`src/hdl/k_subset_enumerator_assert.svh`:
```
// Assertion macros for the k-subset enumerator.
`ifndef K_SUBSET_ENUMERATOR_ASSERT_SVH
`define K_SUBSET_ENUMERATOR_ASSERT_SVH

`ifndef SYNTHESIS
`define KSE_ASSERT(lbl, prop) \
  lbl: assert property (@(posedge clk) disable iff (!rst_n) (prop)) \
    else $error("kse assertion failed");
`define KSE_ASSERT_NEXT(lbl, pre, post) \
  lbl: assert property (@(posedge clk) disable iff (!rst_n) (pre) |=> (post)) \
    else $error("kse assertion failed");
`else
`define KSE_ASSERT(lbl, prop)
`define KSE_ASSERT_NEXT(lbl, pre, post)
`endif

`endif

```
`src/hdl/kse_pkg.sv`:
```
// Shared types and constants for the k-subset enumerator.
package kse_pkg;

  localparam int CFG_W  = 8;
  localparam int SET_W  = 5;
  localparam int SUB_W  = 4;
  localparam int ELEM_W = 4;
  localparam int IDX_W  = 4;
  localparam int DATA_W = 8;

  localparam logic [IDX_W-1:0] REG_SET_SIZE    = 4'd0;
  localparam logic [IDX_W-1:0] REG_SUBSET_SIZE = 4'd1;

  localparam logic [SET_W-1:0] SET_SIZE_RST    = 5'd5;
  localparam logic [SUB_W-1:0] SUBSET_SIZE_RST = 4'd3;

  localparam logic [1:0] OP_HOLD = 2'd0;
  localparam logic [1:0] OP_INIT = 2'd1;
  localparam logic [1:0] OP_ADV  = 2'd2;
  localparam logic [1:0] OP_ROT  = 2'd3;

  typedef struct packed {
    logic [1:0]       op;
    logic [CFG_W-1:0] nk;
    logic [CFG_W-1:0] k;
  } kse_ctl_t;

endpackage

```
`src/hdl/kse_if.sv`:
```
// Handshake interfaces: request, result word and configuration write channels.
interface kse_in_if import kse_pkg::*; ();
  logic valid;
  logic ready;
  logic restart;
  modport source (output valid, output restart, input ready);
  modport sink   (input valid, input restart, output ready);
endinterface

interface kse_out_if import kse_pkg::*; ();
  logic              valid;
  logic              ready;
  logic [ELEM_W-1:0] element;
  logic              last_in_subset;
  logic              exhausted;
  modport source (output valid, output element, output last_in_subset, output exhausted,
                  input ready);
  modport sink   (input valid, input element, input last_in_subset, input exhausted,
                  output ready);
endinterface

interface kse_cfg_if import kse_pkg::*; ();
  logic              valid;
  logic              ready;
  logic [IDX_W-1:0]  index;
  logic [DATA_W-1:0] data;
  modport source (output valid, output index, output data, input ready);
  modport sink   (input valid, input index, input data, output ready);
endinterface

```
`src/hdl/kse_cell.sv`:
```
// One position cell: holds a chosen position, advances, fills and rotates.
module kse_cell import kse_pkg::*; #(
  parameter int PW  = 4,
  parameter int IDX = 0
) (
  input  logic          clk,
  input  kse_ctl_t      ctl,
  input  logic [PW-1:0] wrap_p,
  input  logic [PW-1:0] right_p,
  input  logic          right_adv,
  input  logic          tail_in,
  input  logic [PW-1:0] fill_in,
  output logic [PW-1:0] p,
  output logic          can_adv,
  output logic          tail_out,
  output logic [PW-1:0] fill_out
);

  logic [PW-1:0] p_r, p_nxt;
  logic [PW-1:0] inc_v;
  logic          active, is_j, last_cell;

  assign active    = CFG_W'(IDX) < ctl.k;
  assign last_cell = CFG_W'(IDX + 1) == ctl.k;
  // position may still grow while below n - k + index
  assign can_adv   = active &&
                     ((CFG_W+1)'(p_r) < ((CFG_W+1)'(ctl.nk) + (CFG_W+1)'(IDX)));
  assign is_j      = can_adv && !right_adv;
  assign inc_v     = (is_j ? p_r : fill_in) + 1'b1;
  assign tail_out  = is_j || tail_in;
  assign fill_out  = inc_v;
  assign p         = p_r;

  always_comb begin
    unique case (ctl.op)
      OP_HOLD: p_nxt = p_r;
      OP_INIT: p_nxt = PW'(IDX);
      OP_ADV:  p_nxt = tail_out ? inc_v : p_r;
      OP_ROT:  p_nxt = last_cell ? wrap_p : right_p;
    endcase
  end

  always_ff @(posedge clk) begin
    p_r <= p_nxt;
  end

endmodule

```
`src/hdl/k_subset_enumerator.sv`:
```
// Top level: lexicographic k-subset enumerator over a row of position cells.
//
//  channel  dir  word                                   accepted when
//  in_ch    in   restart                                valid && ready
//  out_ch   out  element, last_in_subset, exhausted     valid && ready
//  cfg_ch   in   index, data                            valid && ready (always ready)
//
// One request first updates the cell row, then shifts the k words of the subset
// out through cell 0; an exhausted request gives a single word.
// The row rotates one cell per word.
// Reset (rst_n low, synchronous) gives n = 5, k = 3 and a fresh enumeration.
// A stalled output holds its word; the row waits until the word is taken.
`include "k_subset_enumerator_assert.svh"

module k_subset_enumerator import kse_pkg::*; #(
  parameter int MAX_VALUES = 16,
  parameter int MAX_SUBSET = 8
) (
  input  logic       clk,
  input  logic       rst_n,
  kse_in_if.sink     in_ch,
  kse_out_if.source  out_ch,
  kse_cfg_if.sink    cfg_ch
);

  localparam int PW    = $clog2(MAX_VALUES);
  localparam int CNT_W = $clog2(MAX_SUBSET + 1);

  localparam logic [1:0] ST_IDLE = 2'd0;
  localparam logic [1:0] ST_EMIT = 2'd1;
  localparam logic [1:0] ST_EXH  = 2'd2;

  logic [1:0]        state_r, state_nxt;
  logic [SET_W-1:0]  set_size_r;
  logic [SUB_W-1:0]  subset_size_r;
  logic              started_r, started_nxt;
  logic              finished_r, finished_nxt;
  logic [CNT_W-1:0]  cnt_r, cnt_nxt;
  logic              out_valid_r, out_valid_nxt;
  logic [ELEM_W-1:0] out_elem_r;
  logic              out_last_r, out_exh_r;
  logic              load_word, load_exh;

  logic [CFG_W-1:0]  n_c, k_c;
  logic              accept, st_c, fin_c, bad_c, any_adv, out_load, last_emit;
  logic              cfg_wr, cfg_clr;
  logic [1:0]        op_c;
  kse_ctl_t          ctl;

  logic [PW-1:0]     p_c    [MAX_SUBSET+1];
  logic [PW-1:0]     fill_c [MAX_SUBSET+1];
  logic [MAX_SUBSET:0] adv_c;
  logic [MAX_SUBSET:0] tail_c;

  assign n_c = (CFG_W'(set_size_r) > CFG_W'(MAX_VALUES)) ? CFG_W'(MAX_VALUES)
                                                         : CFG_W'(set_size_r);
  assign k_c = CFG_W'(subset_size_r);

  assign in_ch.ready  = state_r == ST_IDLE;
  assign cfg_ch.ready = 1'b1;
  assign accept       = in_ch.valid && in_ch.ready;
  assign cfg_wr       = cfg_ch.valid && cfg_ch.ready;
  assign cfg_clr      = cfg_wr && ((cfg_ch.index == REG_SET_SIZE) ||
                                   (cfg_ch.index == REG_SUBSET_SIZE));

  assign st_c    = started_r && !in_ch.restart;
  assign fin_c   = finished_r && !in_ch.restart;
  assign bad_c   = (k_c == '0) || (k_c > CFG_W'(MAX_SUBSET)) || (k_c > n_c) || fin_c;
  assign any_adv = |adv_c[MAX_SUBSET-1:0];

  assign out_load  = !out_valid_r || out_ch.ready;
  assign last_emit = (CFG_W'(cnt_r) + 1'b1) == k_c;

  assign ctl = '{op: op_c, nk: n_c - k_c, k: k_c};

  // cell row
  assign adv_c[MAX_SUBSET]  = 1'b0;
  assign p_c[MAX_SUBSET]    = p_c[0];
  assign tail_c[0]          = 1'b0;
  assign fill_c[0]          = '0;

  for (genvar g = 0; g < MAX_SUBSET; g++) begin : g_cell
    kse_cell #(
      .PW  (PW),
      .IDX (g)
    ) u_cell (
      .clk       (clk),
      .ctl       (ctl),
      .wrap_p    (p_c[0]),
      .right_p   (p_c[g+1]),
      .right_adv (adv_c[g+1]),
      .tail_in   (tail_c[g]),
      .fill_in   (fill_c[g]),
      .p         (p_c[g]),
      .can_adv   (adv_c[g]),
      .tail_out  (tail_c[g+1]),
      .fill_out  (fill_c[g+1])
    );
  end

  always_comb begin
    state_nxt    = state_r;
    started_nxt  = started_r;
    finished_nxt = finished_r;
    cnt_nxt      = cnt_r;
    op_c         = OP_HOLD;
    load_word    = 1'b0;
    load_exh     = 1'b0;
    unique case (state_r)
      ST_IDLE: begin
        if (accept) begin
          started_nxt  = st_c;
          finished_nxt = fin_c;
          cnt_nxt      = '0;
          if (bad_c) begin
            state_nxt = ST_EXH;
          end else if (!st_c) begin
            op_c        = OP_INIT;
            started_nxt = 1'b1;
            state_nxt   = ST_EMIT;
          end else if (any_adv) begin
            op_c      = OP_ADV;
            state_nxt = ST_EMIT;
          end else begin
            finished_nxt = 1'b1;
            state_nxt    = ST_EXH;
          end
        end
      end
      ST_EMIT: begin
        if (out_load) begin
          op_c      = OP_ROT;
          load_word = 1'b1;
          cnt_nxt   = cnt_r + 1'b1;
          if (last_emit) begin
            state_nxt = ST_IDLE;
          end
        end
      end
      ST_EXH: begin
        if (out_load) begin
          load_exh  = 1'b1;
          state_nxt = ST_IDLE;
        end
      end
      default: state_nxt = ST_IDLE;
    endcase
    // a write to the set size or subset size register starts the enumeration over
    if (cfg_clr) begin
      started_nxt  = 1'b0;
      finished_nxt = 1'b0;
    end
  end

  assign out_valid_nxt = (load_word || load_exh) ? 1'b1 :
                         (out_ch.ready ? 1'b0 : out_valid_r);

  always_ff @(posedge clk) begin
    if (!rst_n) begin
      state_r       <= ST_IDLE;
      set_size_r    <= SET_SIZE_RST;
      subset_size_r <= SUBSET_SIZE_RST;
      started_r     <= 1'b0;
      finished_r    <= 1'b0;
      cnt_r         <= '0;
      out_valid_r   <= 1'b0;
    end else begin
      state_r     <= state_nxt;
      cnt_r       <= cnt_nxt;
      out_valid_r <= out_valid_nxt;
      started_r   <= started_nxt;
      finished_r  <= finished_nxt;
      if (cfg_wr) begin
        unique case (cfg_ch.index)
          REG_SET_SIZE: begin
            set_size_r <= cfg_ch.data[SET_W-1:0];
          end
          REG_SUBSET_SIZE: begin
            subset_size_r <= cfg_ch.data[SUB_W-1:0];
          end
          default: ;
        endcase
      end
    end
  end

  always_ff @(posedge clk) begin
    if (load_word) begin
      out_elem_r <= ELEM_W'(p_c[0]);
      out_last_r <= last_emit;
      out_exh_r  <= 1'b0;
    end else if (load_exh) begin
      out_elem_r <= '0;
      out_last_r <= 1'b1;
      out_exh_r  <= 1'b1;
    end
  end

  assign out_ch.valid          = out_valid_r;
  assign out_ch.element        = out_elem_r;
  assign out_ch.last_in_subset = out_last_r;
  assign out_ch.exhausted      = out_exh_r;

  `KSE_ASSERT(a_emit_started, (state_r != ST_EMIT) || started_r)
  `KSE_ASSERT(a_emit_cnt_in_range, (state_r != ST_EMIT) || (CFG_W'(cnt_r) < k_c))
  `KSE_ASSERT(a_exh_word, !(out_valid_r && out_exh_r) || (out_last_r && out_elem_r == '0))
  `KSE_ASSERT_NEXT(a_accept_leaves_idle, accept, state_r != ST_IDLE)

endmodule

```
`src/flat_wrapper.sv`:
```
// flat-port wrapper written by rule: the top's interface ports become plain ports
module k_subset_enumerator_flat import kse_pkg::*;
#(
  parameter int MAX_VALUES = 16,
  parameter int MAX_SUBSET = 8
)
  (clk, rst_n, in_ch_valid, in_ch_restart, in_ch_ready, out_ch_valid, out_ch_element, out_ch_last_in_subset, out_ch_exhausted, out_ch_ready, cfg_ch_valid, cfg_ch_index, cfg_ch_data, cfg_ch_ready);
  kse_in_if in_ch_i ();
  kse_out_if out_ch_i ();
  kse_cfg_if cfg_ch_i ();
  input  logic clk;
  input  logic rst_n;
  input wire logic [$bits(in_ch_i.valid)-1:0] in_ch_valid;
  input wire logic [$bits(in_ch_i.restart)-1:0] in_ch_restart;
  output wire logic [$bits(in_ch_i.ready)-1:0] in_ch_ready;
  output wire logic [$bits(out_ch_i.valid)-1:0] out_ch_valid;
  output wire logic [$bits(out_ch_i.element)-1:0] out_ch_element;
  output wire logic [$bits(out_ch_i.last_in_subset)-1:0] out_ch_last_in_subset;
  output wire logic [$bits(out_ch_i.exhausted)-1:0] out_ch_exhausted;
  input wire logic [$bits(out_ch_i.ready)-1:0] out_ch_ready;
  input wire logic [$bits(cfg_ch_i.valid)-1:0] cfg_ch_valid;
  input wire logic [$bits(cfg_ch_i.index)-1:0] cfg_ch_index;
  input wire logic [$bits(cfg_ch_i.data)-1:0] cfg_ch_data;
  output wire logic [$bits(cfg_ch_i.ready)-1:0] cfg_ch_ready;
  assign in_ch_i.valid = in_ch_valid;
  assign in_ch_i.restart = in_ch_restart;
  assign in_ch_ready = in_ch_i.ready;
  assign out_ch_valid = out_ch_i.valid;
  assign out_ch_element = out_ch_i.element;
  assign out_ch_last_in_subset = out_ch_i.last_in_subset;
  assign out_ch_exhausted = out_ch_i.exhausted;
  assign out_ch_i.ready = out_ch_ready;
  assign cfg_ch_i.valid = cfg_ch_valid;
  assign cfg_ch_i.index = cfg_ch_index;
  assign cfg_ch_i.data = cfg_ch_data;
  assign cfg_ch_ready = cfg_ch_i.ready;
  k_subset_enumerator #(.MAX_VALUES(MAX_VALUES), .MAX_SUBSET(MAX_SUBSET)) u_core (.clk(clk), .rst_n(rst_n), .in_ch(in_ch_i), .out_ch(out_ch_i), .cfg_ch(cfg_ch_i));
endmodule
```
`config.mk`:
```
export PLATFORM = sky130hd
export DESIGN_NAME = k_subset_enumerator_flat
export DESIGN_NICKNAME = d
export VERILOG_FILES = /design/src/hdl/kse_pkg.sv /design/src/hdl/kse_if.sv /design/src/hdl/kse_cell.sv /design/src/hdl/k_subset_enumerator.sv /design/src/flat_wrapper.sv
export VERILOG_INCLUDE_DIRS = /design/src /design/src/hdl
export SDC_FILE = /design/constraint.sdc
export NUM_CORES = 1
export LEC_CHECK = 0
export ABC_AREA = 0
export BUFFER_PORTS_ARGS = -buffer_cell sky130_fd_sc_hd__clkbuf_2
export CAP_MARGIN = 5
export CORE_MARGIN = 2
export CORE_UTILIZATION = 30
export DETAILED_ROUTE_END_ITERATION = 12
export HOLD_SLACK_MARGIN = 0.12
export PLACE_DENSITY = 0.55
export SKIP_LAST_GASP = 1
export SLEW_MARGIN = 20
export SYNTH_ARGS = -nofsm -noshare
export SYNTH_HDL_FRONTEND = slang
export SYNTH_SLANG_ARGS = --single-unit
```
`constraint.sdc`:
```
create_clock -name clk -period 9.4 [get_ports clk]
set_input_delay 0.47 -clock clk [delete_from_list [all_inputs] [get_ports clk]]
set_output_delay 0.47 -clock clk [all_outputs]
set_load 0.01 [all_outputs]
```
[Word-level counts from Yosys, hierarchy flattened]
Index checks and enable logic that the tools add are counted.
Operators by class
  add/sub/neg operators: 18
  multipliers: 0
  divide/modulo/power cells: 0
  order comparisons: 19
  equal/unequal tests: 27
  shift operators: 0
  mux-type cells: 62
  bitwise logic cells: 2
  reductions and logical operators: 63
Operator list (number)
  2-to-1 mux 4 bit: 27
  case mux 4 bit (3 select lines): 8
  < comparator 4 x 9 -> 1 bit: 7
  adder 4 x 1 -> 4 bit, second input constant: 9
  adder 8 x 3 -> 9 bit, second input constant: 4
  2-to-1 mux 2 bit: 12
  != test 2 bit, second input constant: 10
  AND reduction 2 bit: 10
  logical AND 1 bit: 19
  adder 8 x 2 -> 9 bit, second input constant: 2
  equality test 3 x 4 -> 1 bit, first input constant: 4
  < comparator 3 x 4 -> 1 bit, first input constant: 4
  logical OR 1 bit: 13
  2-to-1 mux 1 bit: 11
  adder 8 x 1 -> 9 bit, second input constant: 1
  zero test 1 bit: 9
  equality test 2 x 4 -> 1 bit, first input constant: 2
  equality test 8 x 4 -> 1 bit: 1
  greater-than comparator 4 x 8 -> 1 bit: 1
  zero test 8 bit: 1
  < comparator 1 x 4 -> 1 bit, first input constant: 2
  < comparator 2 x 4 -> 1 bit, first input constant: 2
  < comparator 4 x 8 -> 1 bit: 1
  case mux 4 bit (2 select lines): 1
  20 further kinds: 30
Storage, ports and cells
  register bits after elaboration: 56
  bits in latches: 0
  RAM bits: 0
  ROM bits: 0
  input bits: 18
  output and inout port bits: 9
  logic and storage cells: 209
  memories kept: 0

[Longest topological paths before layout]
Gate-level depths: netlist (run 1).
  word-level depth: 26
  depth in mapped cells: 35
  gate-level depth less buffers: 35

[Hierarchy]
A second synthesis (run 1) with hierarchy kept.
Second synthesis, totals
  cells, all modules: 651
  area total of the unflattened synthesis: 6020.8 µm²
By module, submodules not included
  k_subset_enumerator: times used 1, cells each 157, area each 1391.3 µm²
  kse_cell at u_core.g_cell[3].u_cell: times used 1, cells each 60, area each 598.1 µm²
  kse_cell at u_core.g_cell[7].u_cell: times used 1, cells each 69, area each 595.6 µm²
  kse_cell at u_core.g_cell[6].u_cell: times used 1, cells each 61, area each 594.3 µm²
  kse_cell at u_core.g_cell[5].u_cell: times used 1, cells each 66, area each 591.8 µm²
  kse_cell at u_core.g_cell[4].u_cell: times used 1, cells each 63, area each 578.1 µm²
  kse_cell at u_core.g_cell[1].u_cell: times used 1, cells each 60, area each 564.3 µm²
  kse_cell at u_core.g_cell[2].u_cell: times used 1, cells each 58, area each 560.5 µm²
  kse_cell at u_core.g_cell[0].u_cell: times used 1, cells each 57, area each 546.8 µm²

[Least setup slack after synthesis (run 1)]
No wires, ideal clock.
  path kind: reg-to-reg
  start: register u_core.set_size_r[4]
  end: register u_core.g_cell[7].u_cell.p_r[3] (data pin)
  setup time: 0.254 ns
  arrival: 6.784 ns
  required time: 9.146 ns
  setup slack: 2.363 ns
  stages on the path, launching flop included: 36
  path buffers: 1
  clock period less this slack: 7.037 ns
  path through: dfxtp_1 -> inv_1 -> nand2_1 -> ha_1 -> inv_1 -> fa_1 -> xnor2_2 -> inv_1 -> ha_1 -> nand2b_4 -> xnor2_1 -> ha_1 -> a2111oi_2 -> a221oi_4 -> a31o_2 -> nand3_1 -> inv_1 -> ha_1 -> nand2_1 -> o21a_1 -> xor2_1 -> o21ai_0 -> ha_1 -> clkbuf_2 -> inv_1 -> or3_1 -> a21oi_1 -> o311ai_1 -> and3_1 -> o31ai_1 -> and4_1 -> o31ai_1 -> a211oi_1 -> o31ai_2 -> xor2_1 -> a21o_1
On the way
  longest elaborated chain between the ends: 26
  elaborated cells between the ends (all ways): 70
Ends and longest elaborated chain
  from (decl): line k_subset_enumerator.sv:34  | logic [SET_W-1:0] set_size_r;
  from (signal assigned): line k_subset_enumerator.sv:176  | set_size_r <= cfg_ch.data[SET_W-1:0];
  greater-than comparator 5 bit: line k_subset_enumerator.sv:55  | assign n_c = (CFG_W'(set_size_r) > CFG_W'(MAX_VALUES)) ? CFG_W'(MAX_VALUES)
  2-to-1 mux 5 bit *: line k_subset_enumerator.sv:55
  subtractor 8 x 4 -> 8 bit: line k_subset_enumerator.sv:74  | assign ctl = '{op: op_c, nk: n_c - k_c, k: k_c};
  adder 8 x 1 -> 9 bit: line kse_cell.sv:27  | ((CFG_W+1)'(p_r) < ((CFG_W+1)'(ctl.nk) + (CFG_W+1)'(IDX)));
  < comparator 4 x 9 -> 1 bit: line kse_cell.sv:27
  logical AND 1 bit: line kse_cell.sv:26  | assign can_adv = active &&
  zero test 1 bit: line kse_cell.sv:28  | assign is_j = can_adv && !right_adv;
  logical AND 1 bit: line kse_cell.sv:28
  (+11 left out)
  adder 4 x 1 -> 4 bit: line kse_cell.sv:29  | assign inc_v = (is_j ? p_r : fill_in) + 1'b1;
  2-to-1 mux 4 bit: line kse_cell.sv:29
  adder 4 x 1 -> 4 bit: line kse_cell.sv:29
  2-to-1 mux 4 bit: line kse_cell.sv:29
  adder 4 x 1 -> 4 bit: line kse_cell.sv:29
  2-to-1 mux 4 bit: line kse_cell.sv:38  | OP_ADV: p_nxt = tail_out ? inc_v : p_r;
  case mux 4 bit (3 select lines) *: line kse_cell.sv:35  | unique case (ctl.op)
  net u_core.g_cell[7].u_cell.p_nxt[3]: line kse_cell.sv:19  | logic [PW-1:0] p_r, p_nxt;
  to (signal assigned): line kse_cell.sv:44  | p_r <= p_nxt;
  to (decl): line kse_cell.sv:19
The timed path passes the listed nets; every way through them passes the cells marked *. The select of a mux whose other input is x is not followed.
A chain may end at the register's enable or synchronous reset.

[Final worst setup path (run 1)]
  start: register u_core.subset_size_r[1]
  end: register u_core.g_cell[7].u_cell.p_r[3] (data pin)
On the way
  longest elaborated chain between the ends: 24
  elaborated cells between the ends (all ways): 79
Ends and longest elaborated chain
  from (decl): line k_subset_enumerator.sv:35  | logic [SUB_W-1:0] subset_size_r;
  from (signal assigned): line k_subset_enumerator.sv:179  | subset_size_r <= cfg_ch.data[SUB_W-1:0];
  subtractor 8 x 4 -> 8 bit: line k_subset_enumerator.sv:74
  adder 8 x 1 -> 9 bit: line kse_cell.sv:27
  < comparator 4 x 9 -> 1 bit: line kse_cell.sv:27
  logical AND 1 bit: line kse_cell.sv:26
  zero test 1 bit: line kse_cell.sv:28
  logical AND 1 bit: line kse_cell.sv:28
  2-to-1 mux 4 bit: line kse_cell.sv:29
  adder 4 x 1 -> 4 bit: line kse_cell.sv:29
  (+9 left out)
  adder 4 x 1 -> 4 bit: line kse_cell.sv:29
  2-to-1 mux 4 bit: line kse_cell.sv:29
  adder 4 x 1 -> 4 bit: line kse_cell.sv:29
  2-to-1 mux 4 bit: line kse_cell.sv:29
  adder 4 x 1 -> 4 bit: line kse_cell.sv:29
  2-to-1 mux 4 bit: line kse_cell.sv:38
  case mux 4 bit (3 select lines) *: line kse_cell.sv:35
  net u_core.g_cell[7].u_cell.p_nxt[3]: line kse_cell.sv:19
Marks and branches as above.

==> out/results.txt, run 1 <==
Post-route antenna net violation count: 0
H-tree levels: 2
Worst-Skew Late Latency: 0.31 ns
Initial Util: 0.307
Synthesis-to-finish area growth: 8.98%
Fin worst setup slack: 1.21 ns
GRT Total Usage: 0.170
WS Path Type: reg -> reg
Die area: 20400 µm²
Register area: 1490 µm²
Startpoint types: flop
Post CTS Setup Buffer Count: 0
Cell taking the most area after synthesis: edfxtp_1
Largest net degree at the start of global routing: 26
# rows: 50
Placed Area: 6130 µm²
First-pass GRT wire length: 27.0 mm
Mapped cell area: 5780 µm²
Slowest cell on crit path: dfxtp_1
Dpl ws: 1.34 ns
Register bit total from synthesis: 56
DRC errors left: 0
Most common cell in the netlist: nor2_1
Final Max Slew Viols: 0
Initial antenna violation count: 0
Crit share post-route: 0.871
CP delay by family, top: compound AO/OA/AOI/OAI gates
Cts hold-fix bufs: 0
Buf+Inv Stages, Crit Path: 4
Global route total overflow: 0
Layout cells sized above 1: 0.122
Total Wirelength: 16.8 mm
Crit path arrival time: 8.25 ns
Clk Tree Root Cell: clkbuf_16
Setup total negative slack: 0 ns
Area of the multi-input gates: 3990 µm²
Synth cell count leaders: nor2_1, o21ai_0, nand2_1
Width of the die: 143 µm
Average size of a mapped cell: 8.57 µm²
Fin nets: 745
Fill cells: 1968
Chip height: 143 µm
Total iterations of the first detailed-routing run: 5
# setup viols final: 0
Worst-path clk slew: 0.07 ns
Vias in the first global route: 4954
Library cells used by synthesis: 95
Most used flip-flop cell after synthesis: edfxtp_1
Worst-path maximum fanout: 12
Final Power: 1.57 mW
Critical Path Max Stage Delay: 0.65 ns
PortBufs: 22
RSZ-0062 raised after global routing: false
HPWL after DPL: 12.8 mm
Seq/Total Area, Yosys: 0.258
Critical Path Sink Type: flop
PostCTS Resize Cnt: 0
Slew @ Worst Pin: 0.890 ns
Total power divided by cell area: 250 nW/µm²
YS warnings: 0
HP Class: in -> reg
MaxCap Viol Count: 0
Required @ worst endpoint: 9.47 ns
Mapped Cells: 675
Top cells by area, synth: edfxtp_1, ha_1, dfxtp_1, mux2i_1, nor2_1
GPL Wtd Cong: 0.962
Post-Syn Nets: 740
Post-route cell area: 6300 µm²
N_diodes: 0
Num Clock Sinks: 56
Final Hold Viols: 0
Async SR Flop Fraction: 0
Final clock skew: 0.00519 ns
Max-slew headroom: 0.402
Status: finished, final reports clean
CTS tree: yes
Reg2Reg Setup Slack: 1.21 ns
Area share of the largest cell type after synthesis: 0.192
Fmax: 0.122 GHz
Cell mode on critical path: ha_1
CORE AREA: 18800 µm²
Clock Tree Buf Depth: 2
Vias/cell: 5.42
Peak VDD IR: 162 µV
Fin crit period: 8.19 ns
Routed len/inst: 17.9 µm
I/O pins: 27
Total number of vias: 5098
Pleak: 2.39 nW
Initial drt markers: 363
Post-synth EDFFs: 37
CTS buffer count: 5
[area by class of cell]
type | instances | share of cell area
Multi-Input combinational cell | 549 | 0.634
Sequential cell | 56 | 0.237
Tap cell | 260 | 0.0516
Timing Repair Buffer | 33 | 0.0306
Clock buffer | 6 | 0.0238
Inverter | 35 | 0.0208
Clock inverter | 2 | 0.00278
[final timing paths]
path                           startpoint                      endpoint  depth (start not counted)
setup / recovery  u_core.subset_size_r[1]  u_core.g_cell[7].u_cell.p[3]                         31
hold / removal             cfg_ch_data[2]          u_core.set_size_r[2]                          3
setup reg to reg  u_core.subset_size_r[1]  u_core.g_cell[7].u_cell.p[3]                         31
hold reg to reg      u_core.set_size_r[2]          u_core.set_size_r[2]                          2
[where the power goes]
group / internal, mW / switching, mW
Sequential: 0.308 / 0.0556
Clock: 0.116 / 0.0945
Combinational: 0.422 / 0.576
[logic make-up (layout without fill, tap and decap cells)]
logic type / count (synthesis) / in the layout / share of synthesized area
AO/OA/AOI/OAI: 184 / 184 / 0.235
XOR/XNOR: 39 / 39 / 0.0604
adder cells (fa/ha/maj): 47 / 47 / 0.103
buffers and inverters: 70 / 76 / 0.0522
flip-flops: 56 / 56 / 0.258
multiplexers: 43 / 43 / 0.0768
other: 1 / 1 / 0.000649
AND/OR/NAND/NOR: 235 / 235 / 0.214
[per-stage QoR]
step	hold WS, ns	util	instances
global route	0.395	0.335	941
finish	0.397	0.335	941
global placement	0.447	0.326	933
floorplan	0.433	-	675
detailed placement	0.455	0.326	933
CTS	0.393	0.335	941
[worst register-to-register path, delay by kind of cell (launching register included)]
family / cells / cell delay (ns)
AOI/OAI and AO/OA: 13 / 2.76
xor gates and xnor gates: 3 / 0.55
adders and majority gates: 4 / 1.28
buffers and inverters: 4 / 0.91
DFF: 1 / 0.65
and+or+nand+nor: 7 / 1.78
[layer usage]
metal / global-route usage / part of all wire / vias to the layer above
met4: 0.0563 / 0.025 / 0
met2: 0.269 / 0.45 / 149
met1: 0.236 / 0.46 / 2425
met5: 0 / 0 / -
li1: - / - / 2495
met3: 0.0255 / 0.060 / 29
[layout by cell type (no fill, tap or decap), types with 5 or more instances in the layout]
| cell type | count |
|---|---|
| mux2i_1 | 37 |
| xnor2_1 | 20 |
| clkbuf_16 | 6 |
| a22oi_1 | 5 |
| nand2b_1 | 16 |
| a211oi_1 | 5 |
| nand2_1 | 47 |
| clkbuf_2 | 22 |
| buf_4 | 11 |
| o22ai_1 | 7 |
| xor2_1 | 18 |
| nand3_1 | 21 |
| o21ai_0 | 49 |
| ha_1 | 46 |
| inv_1 | 32 |
| a21o_1 | 6 |
| and3_1 | 9 |
| nor2_1 | 67 |
| edfxtp_1 | 37 |
| o31ai_1 | 7 |
| dfxtp_1 | 19 |
| o22a_1 | 5 |
| and2_1 | 12 |
| or3_1 | 5 |
| nor2b_1 | 14 |
| a21oi_1 | 34 |
| nor4_1 | 5 |
| nor3_1 | 12 |
[sequential cells by signal, indices dropped and copies added (netlist names), 2 cells and up]
signal                  flops
u_core.g_cell.u_cell.p     32
u_core.set_size_r           5
u_core.cnt_r                4
u_core.out_ch.element       4
u_core.subset_size_r        4
u_core.state_r              2
(Power assumes the default switching activity.)
==> inputs of run 2 (changes only) <==
Settings changed: ABC_AREA 0 to 1, CTS_CLUSTER_DIAMETER set to 60.
==> run 2 against run 1 <==
Effect of this change:
- sequential power increased by 5.5%
- critical endpoint is now u_core.g_cell[7].u_cell.p[2]
- clock-buffer cell count decreased by 1
- worst setup slack improved by 0.37 ns
- sequential cell count unchanged
- wire length decreased by 8.9%
- die area decreased by 7.7%
==> out/results.txt, run 2 <==
Max-slew headroom: 0.456
Initial antenna violation count: 0
CP delay by family, top: adder cells
Placed Area: 5670 µm²
Startpoint types: flop
Post-route antenna net violation count: 0
Mapped cell area: 5320 µm²
Synthesis-to-finish area growth: 9.31%
Status: finished, final reports clean
H-tree levels: 2
Total Wirelength: 15.3 mm
Mapped Cells: 760
Vias in the first global route: 4560
Post-route cell area: 5820 µm²
First-pass GRT wire length: 24.3 mm
Critical Path Max Stage Delay: 0.54 ns
Fin nets: 842
Worst-path clk slew: 0.08 ns
Initial drt markers: 303
Die area: 18800 µm²
Final Hold Viols: 0
Post CTS Setup Buffer Count: 0
Final Max Slew Viols: 0
Worst-path maximum fanout: 9
Crit share post-route: 0.832
Cell mode on critical path: nand2_1
Post-synth EDFFs: 37
Width of the die: 137 µm
Cts hold-fix bufs: 0
GPL Wtd Cong: 0.896
WS Path Type: reg -> reg
I/O pins: 27
Initial Util: 0.308
Seq/Total Area, Yosys: 0.280
Pleak: 2.80 nW
Final clock skew: 0.0135 ns
Fin crit period: 7.82 ns
Async SR Flop Fraction: 0
RSZ-0062 raised after global routing: false
Clk Tree Root Cell: clkbuf_16
# rows: 48
Top cells by area, synth: edfxtp_1, nand2_1, ha_1, inv_1, dfxtp_1
Final cell count without fillers: 1003
Most common cell after layout, fill and taps aside: nand2_1
Total number of vias: 4902
Most used flip-flop cell after synthesis: edfxtp_1
# setup viols final: 0
Placed Cells incl. Taps: 995
Most frequent cells in the layout: nand2_1, inv_1, nand3_1
Total iterations of the first detailed-routing run: 5
Register bit total from synthesis: 56
Routed len/inst: 15.3 µm
Layout cells sized above 1: 0.134
HPWL after DPL: 11.9 mm
Cell taking the most area after synthesis: edfxtp_1
Final Power: 1.69 mW
Hold slack: 0.394 ns
Chip height: 137 µm
Most common cell in the netlist: nand2_1
MaxCap Viol Count: 0
CTS buffer count: 5
Fmax: 0.128 GHz
PortBufs: 22
Crit path arrival time: 7.88 ns
Average size of a mapped cell: 7.00 µm²
Area share of the largest cell type after synthesis: 0.209
Max FFs per register: 32
PostCTS Resize Cnt: 0
Required @ worst endpoint: 9.47 ns
YS warnings: 0
Library cells used by synthesis: 47
Clock Tree Buf Depth: 2
Critical Path Sink Type: flop
CORE AREA: 17300 µm²
DRC errors left: 0
Buf+Inv Stages, Crit Path: 9
Synth cell count leaders: nand2_1, inv_1, nand3_1
Slew @ Worst Pin: 0.811 ns
Post-Syn Nets: 825
Slowest cell on crit path: dfxtp_1
Vias/cell: 4.89
CTS tree: yes
Largest net degree at the start of global routing: 27
Peak VDD IR: 212 µV
Setup total negative slack: 0 ns
GRT Total Usage: 0.168
Total power divided by cell area: 291 nW/µm²
HP Class: in -> reg
Worst-Skew Late Latency: 0.31 ns
Global route total overflow: 0
N_diodes: 0
Num Clock Sinks: 56
## run 2: power by group
| part | switching, mW | internal [mW] | leakage (nW) |
|---|---|---|---|
| clock | 0.100 | 0.102 | 0.0719 |
| sequential | 0.0558 | 0.328 | 0.498 |
| combinational | 0.711 | 0.395 | 2.23 |
## run 2: cell families after synthesis
| kind of cell | after synthesis | synth area share |
|---|---|---|
| flops | 56 | 0.280 |
| buf+inv | 157 | 0.114 |
| mux | 2 | 0.00376 |
| simple gates | 340 | 0.305 |
| compound gates | 136 | 0.150 |
| fa+ha+maj | 47 | 0.112 |
| xor+xnor | 21 | 0.0346 |
| other cells | 1 | 0.000705 |
## run 2: layer usage
metal | vias to the layer above | GRT usage | share of wire
li1 | 2524 | - | -
met1 | 2254 | 0.236 | 0.48
met2 | 111 | 0.281 | 0.46
met3 | 13 | 0.0110 | 0.040
met4 | 0 | 0.0384 | 0.013
met5 | - | 0 | 0
## run 2: per-stage QoR
stage	setup slack [ns]	util
6_report	1.58	0.336
5_1_grt	1.02	0.336
4_1_cts	1.67	0.336
3_5_place_dp	1.73	0.328
3_3_place_gp	1.77	0.328
2_1_floorplan	2.79	-
## run 2: cell type report
| class | count | area (µm²) |
|---|---|---|
| multi-input cells | 547 | 3220 |
| repair buffers | 25 | 133 |
| well taps | 225 | 282 |
| fillers | 1907 | 11500 |
| flip-flops and latches | 56 | 1490 |
| clock inverters | 3 | 27.5 |
| inverters | 142 | 536 |
| clock buffers | 5 | 125 |
## run 2: tightest hold or removal path, delay by kind of cell
kind                   cells  cell delay [ns]
AOI/OAI and AO/OA          2             0.12
buffers and inverters      1             0.09
## run 2: final timing paths
path,from,end,slack (ns),cells past startpoint
worst max-delay path,u_core.subset_size_r[1],u_core.g_cell[7].u_cell.p[2],1.58,43
worst min register to register,u_core.out_ch.exhausted,u_core.out_ch.exhausted,0.46,2
worst max register to register,u_core.subset_size_r[1],u_core.g_cell[7].u_cell.p[2],1.58,43
worst min-delay path,cfg_ch_data[2],u_core.set_size_r[2],0.39,3
==> inputs of run 3 (changes only) <==
Clock period 9.4 ns to 7.4 ns, I/O delays scaled along.
==> run 3 against run 2 <==
Effect of this change:
- register-to-register slack got worse by 1.1 ns
- fmax rose by 13%
- total power rose by 26%
- via count rose by 1.2%
- critical path depth did not move
- sequential power rose by 26%
- clock-buffer cell count rose by 2
- non-clock buffer count rose by 10
- clock skew fell by 0.0043 ns
- final area rose by 1.2%
- highest routed layer unchanged
==> out/results.txt, run 3 (synthesis results as in run 2) <==
Vias/cell: 4.90
Pleak: 2.85 nW
Startpoint types: flop
Total power divided by cell area: 363 nW/µm²
CTS tree: yes
Fin crit period: 6.89 ns
Reg2Reg Setup Slack: 0.51 ns
GPL Wtd Cong: 0.921
Crit path arrival time: 6.94 ns
Crit share post-route: 0.931
Clk Tree Root Cell: clkbuf_16
GRT Total Usage: 0.168
Largest net degree at the start of global routing: 27
Synthesis-to-finish area growth: 10.6%
Num Clock Sinks: 56
MaxCap Viol Count: 0
PortBufs: 22
CORE AREA: 17300 µm²
Hold path start: cfg_ch_data[0]
Cell mode on critical path: nand2_1
Initial drt markers: 322
Worst reg2reg path depth: 43
Total number of vias: 4961
Status: finished, final reports clean
Critical Path End: u_core.g_cell[7].u_cell.p[2]
Vias in the first global route: 4523
Final Max Slew Viols: 0
Worst-path clk slew: 0.07 ns
Placed Cells incl. Taps: 1005
Worst-path maximum fanout: 7
First-pass GRT wire length: 24.2 mm
Max-slew headroom: 0.443
Critical Path Max Stage Delay: 0.63 ns
Critical Path Sink Type: flop
Final Hold Viols: 0
Final clock skew: 0.00924 ns
Worst-Skew Late Latency: 0.30 ns
Peak VDD IR: 346 µV
I/O pins: 27
Global route total overflow: 0
Post-route antenna net violation count: 0
Slowest cell on crit path: fa_2
Total iterations of the first detailed-routing run: 5
CP startpoint: u_core.set_size_r[4]
Initial Util: 0.308
Fin nets: 852
Die area: 18800 µm²
Clock Tree Buf Depth: 2
HPWL after DPL: 12.3 mm
Most frequent cells in the layout: nand2_1, inv_1, nand3_1
Slew @ Worst Pin: 0.831 ns
Most common cell after layout, fill and taps aside: nand2_1
WS Path Type: reg -> reg
Chip height: 137 µm
Util after Layout: 0.340
N_diodes: 0
H-tree levels: 2
Routed len/inst: 15.4 µm
Required @ worst endpoint: 7.45 ns
Final cell count without fillers: 1013
Total Wirelength: 15.6 mm
Worst r2r src: u_core.set_size_r[4]
CTS buffer count: 5
DRC errors left: 0
FF-to-FF End: u_core.g_cell[7].u_cell.p[2]
Max FFs per register: 32
Initial antenna violation count: 0
# setup viols final: 0
HP Class: in -> reg
# rows: 48
Layout cells sized above 1: 0.146
Fill cells: 1896
Final Power: 2.14 mW
Fmax: 0.145 GHz
Width of the die: 137 µm
## run 3: final cells by class
type	instances	area [µm²]	share of cell area
well taps	225	282	0.0478
inverters	142	536	0.0909
clock buffers	7	134	0.0227
repair buffers	35	208	0.0353
multi-input cells	547	3230	0.549
clock inverters	1	5.00	0.000850
flip-flops and latches	56	1490	0.253
## run 3: worst max-delay path: cells and delay by family (launching register included)
kind	cells	cell delay [ns]
buffers and inverters	9	0.69
and+or+nand+nor	16	1.54
DFF	1	0.39
adders and majority gates	9	2.70
xor gates and xnor gates	2	0.49
AOI/OAI and AO/OA	7	0.84
## run 3: worst min path at each step
stage	slack, ns	depth (start not counted)	end
2_1_floorplan	0.44	2	u_core.set_size_r[3]
3_3_place_gp	0.44	2	u_core.out_ch.exhausted
3_5_place_dp	0.44	2	u_core.out_ch.exhausted
4_1_cts	0.31	3	u_core.subset_size_r[0]
5_1_grt	0.32	3	u_core.subset_size_r[0]
6_report	0.31	3	u_core.subset_size_r[0]
## run 3: repair_timing
| action | in CTS | in global routing |
|---|---|---|
| resized for setup | 0 | 3 |
| setup endpoints to repair | 0 | 3 |
| setup buffers | 0 | 0 |
| hold buffers | 0 | 0 |
## run 3: routing by layer
| metal | vias up | GRT usage | part of all wire |
|---|---|---|---|
| li1 | 2542 | - | - |
| met1 | 2254 | 0.233 | 0.47 |
| met2 | 150 | 0.274 | 0.46 |
| met3 | 15 | 0.0173 | 0.055 |
| met4 | 0 | 0.0510 | 0.017 |
| met5 | - | 0 | 0 |
## run 3: metrics by stage
step	hold WS (ns)	cell area, µm²	setup TNS [ns]	worst slack [ns]
3_5_place_dp	0.443	5740	0	0.420
2_1_floorplan	0.445	5320	0	0.786
4_1_cts	0.310	5880	0	0.371
6_report	0.309	5890	0	0.511
5_1_grt	0.324	5890	-0.00886	-0.00831
3_3_place_gp	0.443	5740	0	0.433
## run 3: report_power, final
group          total, mW  switching [mW]  internal [mW]
registers          0.482          0.0657          0.416
logic               1.41           0.906          0.507
clock network      0.241           0.114          0.127
total               2.14            1.09           1.05
